$ cat src/hw/rtl/mi3_pkg.sv
// ----------------------------------------------------------------------------
// mi3_pkg: shared types, constants and helpers for the 3x3 matrix inverse
// Cofactor index tables, queue entry layout and Q16.16 saturation.
// ----------------------------------------------------------------------------
package mi3_pkg;

  localparam int unsigned THR_W     = 56;
  localparam logic [THR_W-1:0] THR_RESET = 56'd281475;
  localparam logic [31:0] Q_ONE     = 32'h0001_0000;

  // cofactor i = a[CX]*a[CY] - a[CU]*a[CV]
  localparam int unsigned CX [9] = '{4, 2, 1, 5, 0, 2, 3, 1, 0};
  localparam int unsigned CY [9] = '{8, 7, 5, 6, 8, 3, 7, 6, 4};
  localparam int unsigned CU [9] = '{5, 1, 2, 3, 2, 0, 4, 0, 1};
  localparam int unsigned CV [9] = '{7, 8, 4, 8, 6, 5, 6, 7, 3};

  localparam int unsigned Q_DEPTH = 4;
  localparam int unsigned Q_AW    = $clog2(Q_DEPTH);

  // cofactors are exact Q32.32 (65 bits), determinant exact Q48.48 (98 bits)
  typedef struct packed {
    logic [8:0][64:0] cof;
    logic [97:0]      det;
  } mi3_entry_t;

  // saturate a magnitude with a sign to signed 32 bits
  function automatic logic [31:0] sat32(input logic [65:0] mag, input logic neg);
    logic [31:0] res;
    if (neg) begin
      if (mag > 66'h8000_0000) res = 32'h8000_0000;
      else res = 32'(~mag + 66'd1);
    end else begin
      if (mag > 66'h7FFF_FFFF) res = 32'h7FFF_FFFF;
      else res = mag[31:0];
    end
    return res;
  endfunction

endpackage

$ cat src/hw/rtl/mi3_queue.sv
// ----------------------------------------------------------------------------
// mi3_queue: short queue between front and back
// Register-based FIFO of determinant and cofactor entries.
// ----------------------------------------------------------------------------
module mi3_queue import mi3_pkg::*; (
  input  logic       clk,
  input  logic       rst,
  input  logic       push_valid,
  input  mi3_entry_t push_data,
  output logic       push_ready,
  output logic       pop_valid,
  output mi3_entry_t pop_data,
  input  logic       pop
);

  mi3_entry_t      mem [Q_DEPTH];
  logic [Q_AW-1:0] wptr, rptr;
  logic [Q_AW:0]   count;
  logic            push, do_pop;

  assign push_ready = (count != (Q_AW+1)'(Q_DEPTH));
  assign pop_valid  = (count != '0);
  assign pop_data   = mem[rptr];
  assign push       = push_valid && push_ready;
  assign do_pop     = pop && pop_valid;

  always_ff @(posedge clk) begin
    if (rst) begin
      wptr  <= '0;
      rptr  <= '0;
      count <= '0;
    end else begin
      if (push) wptr <= wptr + 1'b1;
      if (do_pop) rptr <= rptr + 1'b1;
      count <= count + (Q_AW+1)'(push) - (Q_AW+1)'(do_pop);
    end
  end

  always_ff @(posedge clk) begin
    if (push) mem[wptr] <= push_data;
  end

  a_count_bound: assert property (@(posedge clk) disable iff (rst)
    count <= (Q_AW+1)'(Q_DEPTH)) else $error("queue count over depth");
  a_ptr_track: assert property (@(posedge clk) disable iff (rst)
    (wptr - rptr) == count[Q_AW-1:0]) else $error("queue pointers out of step");
  a_drain: assert property (@(posedge clk) disable iff (rst)
    (do_pop && !push && count == (Q_AW+1)'(1)) |=> !pop_valid)
    else $error("queue not empty after last pop");

endmodule

$ cat config.mk
export PLATFORM = sky130hd
export DESIGN_NAME = mi3_queue
export DESIGN_NICKNAME = d
export VERILOG_FILES = /design/src/hw/rtl/mi3_pkg.sv /design/src/hw/rtl/mi3_queue.sv
export SDC_FILE = /design/constraint.sdc
export NUM_CORES = 2
export LEC_CHECK = 0
export ABC_AREA = 0
export BUFFER_PORTS_ARGS = -buffer_cell sky130_fd_sc_hd__buf_2
export CAP_MARGIN = 20
export CORE_AREA = 2 2 537 539
export DETAILED_ROUTE_END_ITERATION = 16
export DIE_AREA = 0 0 539 541
export GPL_ROUTABILITY_DRIVEN = 0
export PLACE_DENSITY = 0.59
export SYNTH_ARGS = -nofsm -noshare
export SYNTH_HDL_FRONTEND = slang
export SYNTH_SLANG_ARGS = --single-unit
$ cat constraint.sdc
create_clock -name clk -period 33.9 [get_ports clk]
set_input_delay 6.78 -clock clk [delete_from_list [all_inputs] [get_ports clk]]
set_output_delay 6.78 -clock clk [all_outputs]
set_load 0.05 [all_outputs]
Yosys cells after proc, flatten, opt, wreduce, memory -nomap -nowiden
Memory sizes are Yosys's and may differ from the RTL's. A register that Yosys moved wholly into a read port is not among the register bits.
Cells that the tools add are included.
{ "word_totals": {"regBits": 7, "latchBits": 0, "ramBits": 2732, "rom_bits": 0, "input_bits": 687, "memories": 1} }
{ "mem_list": {"columns": ["memory", "words", "word_bits", "read_ports", "rd_clocked_by_memory_dff", "write_ports", "line", "source"], "rows": [
  ["mem", 4, 683, 1, 1, 1, "mi3_queue.sv:16", "mi3_entry_t mem [Q_DEPTH];"]
]} }
{ "op_classes": {"add_sub_neg": 4, "multipliers": 0, "div": 0, "n_lt_le_gt_ge": 0, "n_eq_ne": 1, "n_shift": 0, "mux": 4, "n_bitwise": 0, "reduce_logical": 3} }
{ "op_table": {"columns": ["operator", "n"], "rows": [
  ["2-bit by 1-bit adder with 2-bit output, second input constant", 2],
  ["2-bit two-way mux", 2],
  ["3-bit by 1-bit adder with 3-bit output", 1],
  ["3-bit != test, second input constant", 1],
  ["3-bit nonzero test", 1],
  ["3-bit by 1-bit subtractor with 3-bit output", 1],
  ["1-bit logical AND", 2],
  ["1-bit two-way mux", 2]
]} }

Depth between registers and ports, before layout
{ "depth": {"word_depth": 4, "mapped_depth": 11, "depth_no_buf": 11} }

Worst setup path after synthesis
OpenSTA, ideal clock, no wires.
{ "synth_timing": {"path_kind": "in2reg", "startpoint": "input push_valid", "endpoint": "memory mem[0][0] (netlist name) (enable)", "setup_time_ns": 1.140, "arrival_ns": 22.548, "t_required_ns": 32.760, "slack_ns": 10.212, "path_stages": 2, "n_path_buf": 0, "path_cell_list": "a21boi_1 and2_1"} }
{ "synth_via": {"elab_chain_cells": 3} }
{ "synth_rtl": {"columns": ["item", "line", "source"], "rows": [
  ["start, declared", "mi3_queue.sv:8", "input logic push_valid,"],
  ["1-bit logical AND", "mi3_queue.sv:24", "assign push = push_valid && push_ready;"],
  ["1-bit two-way mux", "mi3_queue.sv:40", "if (push) mem[wptr] <= push_data;"],
  ["1-bit two-way mux (implied by the code)", "mi3_queue.sv:40", null],
  ["end, declared", "mi3_queue.sv:16", null]
]} }
Every way passes these cells.

==> flow_metrics.env <==
export IMPL_cp_arrival_ps=6450
export IMPL_via_per_inst=5.019
export IMPL_drive_above_1_share=0.4646
export IMPL_path_buf_inv=6
export IMPL_clkSinkCount=2741
export IMPL_cts_tree="built"
export IMPL_end_kind="output port"
export IMPL_core_area_um2=286400
export IMPL_h_tree_depth=5
export IMPL_p_leak_nw=39.03
export IMPL_p_per_area_nw_per_um2=89.19
export IMPL_post_cts_buffers=0
export IMPL_seq_area_frac_synth=0.8242
export IMPL_grt_max_degree=140
export IMPL_postSynthCellCount=3616
export IMPL_die_area_um2=291600
export IMPL_final_cell_count_no_fill=9284
export IMPL_startpoint_type="flop"
export IMPL_finalMaxSlewViolations=0
export IMPL_start_util=0.3483
export IMPL_cts_buffer_depth=4
export IMPL_fmax_mhz=75.59
export IMPL_ir_drop_uv=62.40
export IMPL_status="finished, final reports clean"
export IMPL_syn_cell_area_um2=99760
export IMPL_grt_overflow_total=0
export IMPL_boundaryPins=1372
export IMPL_placed_cells=8685
export IMPL_syn_nets=4310
export IMPL_dp_slack_ps=20170
export IMPL_ys_warn_count=0
export IMPL_die_w_um=539
export IMPL_ys_types=25
export IMPL_rows=197
export IMPL_avgRoutedWirePerCell_um=27.56
export IMPL_hold_class="flop to flop"
export IMPL_clk_insertion_delay_late_ps=850
export IMPL_post_route_period_util=0.3902
export IMPL_holdWs_ps=539.1
export IMPL_timing_slew_headroom=0.09064
export IMPL_post_route_drc_count=0
export IMPL_post_cts_resized=0
export IMPL_max_cap_violations=0
export IMPL_syn_to_final_growth_pct=19.70
export IMPL_synth_area_top_cells="edfxtp_1, mux4_2, buf_12"
export IMPL_vias=46600
export IMPL_finalHoldViolations=0
export IMPL_drt_iter0_markers=3916
export IMPL_worstPathCellList="buf_4 -> buf_4 -> buf_4 -> buf_4 -> buf_4 -> mux4_2 -> buf_2"
export IMPL_slowest_stage="dfxtp_4"
export IMPL_worst_slew_pin_slew_ps=1364
export IMPL_crit_path_max_fanout=56
export IMPL_nets=5890
export IMPL_wl_um=255900
export IMPL_grt_setup_unrepaired="false"
export IMPL_total_power_mw=10.65
export IMPL_setup_violations_final=0
export IMPL_avgSynthCellArea_um2=27.59
export IMPL_port_buffers=1371
export IMPL_grt_pass1_vias=47640
export IMPL_ctsHoldBuffers=0
export IMPL_tns_ps=0
export IMPL_crit_family="buffers and inverters"
export IMPL_period_minus_slack_ps=13230
export IMPL_hpwl_um=172200
export IMPL_critPathKind="flop to output port"
export IMPL_fin_ws_ps=20670
export IMPL_ant_nets=0
export IMPL_die_height_um=541
export IMPL_antenna_found_initial=186
export IMPL_cp_data_required_time_ps=27120
export IMPL_slowest_delay_ps=860
export IMPL_synth_top_cell_by_area="edfxtp_1"
export IMPL_grtUsageTotal=0.1706
export IMPL_yosysTopAreaCellShare=0.8224
export IMPL_grt_pass1_wl_um=360900
export IMPL_cts_buffers=290
export IMPL_crit_top_cell="buf_4"
export IMPL_skew_ps=48.81
export IMPL_root_buffer="clkbuf_16"
export IMPL_yosys_register_bits=2741
export IMPL_clk_pin_slew_worst_paths_ps=60
export IMPL_drt_first_pass_iters=5
## synth_stat cells
library cell / n
a21boi_1: 1
buf_2: 69
mux2i_1: 1
fa_1: 1
nor2_1: 8
buf_4: 1
and2_1: 5
mux4_2: 683
edfxtp_1: 2732
xnor2_1: 1
ha_1: 6
buf_12: 74
or3_1: 1
nand2_1: 1
nand2b_1: 2
inv_1: 5
buf_6: 1
clkbuf_1: 8
xor2_1: 2
o31a_1: 1
o311ai_0: 1
dfxtp_1: 9
nor2b_1: 1
mux2_2: 1
nor3_1: 1
## through the flow
stage / util / cell area, um^2
2_1_floorplan: - / 99760
3_3_place_gp: 0.3845 / 110100
3_5_place_dp: 0.3845 / 110100
4_1_cts: 0.4162 / 119200
5_1_grt: 0.4163 / 119200
6_report: 0.4169 / 119400
## cell usage in the layout (no fill, tap or decap), types with 2 or more instances in the layout
cell type / count
mux4_2: 683
clkinv_1: 56
ha_1: 6
buf_2: 1371
inv_8: 2
clkbuf_16: 292
inv_1: 5
xor2_1: 2
edfxtp_1: 2732
nand2b_1: 2
clkinvlp_4: 5
bufinv_16: 18
buf_12: 8
dfxtp_1: 7
clkinv_16: 6
clkinv_2: 41
inv_6: 8
diode_2: 85
buf_4: 62
inv_16: 6
clkinv_8: 6
clkbuf_1: 72
clkinv_4: 2
and2_4: 4
nor2_1: 8
dfxtp_4: 2
## cells by family (layout without fill, tap and decap cells)
kind of cell | Yosys count | after routing | synth area share
other | 0 | 85 | 0
AOI/OAI and AO/OA | 3 | 3 | 0.0002509
buffers and inverters | 158 | 1960 | 0.01899
and+or+nand+nor | 19 | 19 | 0.0009532
adders and majority gates | 7 | 7 | 0.0009532
muxes | 685 | 685 | 0.1544
xor gates and xnor gates | 3 | 3 | 0.0002634
DFF | 2741 | 2741 | 0.8242
## final timing paths
kind / startpoint / to / slack [ps] / cells after the start
setup / recovery: flop / pop_data[355] / 20670 / 7
hold / removal: wptr[1] / wptr[1] / 540 / 2
setup reg to reg: count[1] / mem[3][436] / 26650 / 9
hold reg to reg: wptr[1] / wptr[1] / 540 / 2
## tightest hold or removal path, delay by kind of cell (launching register included)
kind,cells,cell delay [ps]
multiplexers,1,60
AND/OR/NAND/NOR,1,90
flip-flops,1,340
## routing by layer
layer  vias up  share of wire  global-route usage
li1      19170              -                   -
met1     24770           0.38              0.2139
met2      1974           0.47              0.2702
met3       587           0.11             0.07132
met4       104          0.030             0.04940
met5         -         0.0025                   0
## area by class of cell
class / instances / area [um^2]
repair buffers: 1441 / 7487
fillers: 24830 / 167000
multi-input cells: 717 / 15660
clock inverters: 150 / 1501
inverters: 5 / 18.77
well taps: 3781 / 4731
diodes: 85 / 212.7
clock buffers: 364 / 7577
flip-flops and latches: 2741 / 82230
## sequential cells by signal (all words and copies together) (netlist names), named ones only
register and count:
mem 2732, count 3, rptr 2, wptr 2
## where the power goes
group	internal (mW)	leakage (nW)	total (mW)	switching [mW]
Combinational	0.899	9.53	3.38	2.48
Sequential	4.15	25.1	4.23	0.0805
Clock	1.74	4.41	3.04	1.30
Note: power is estimated with default switching activity, not from simulation.
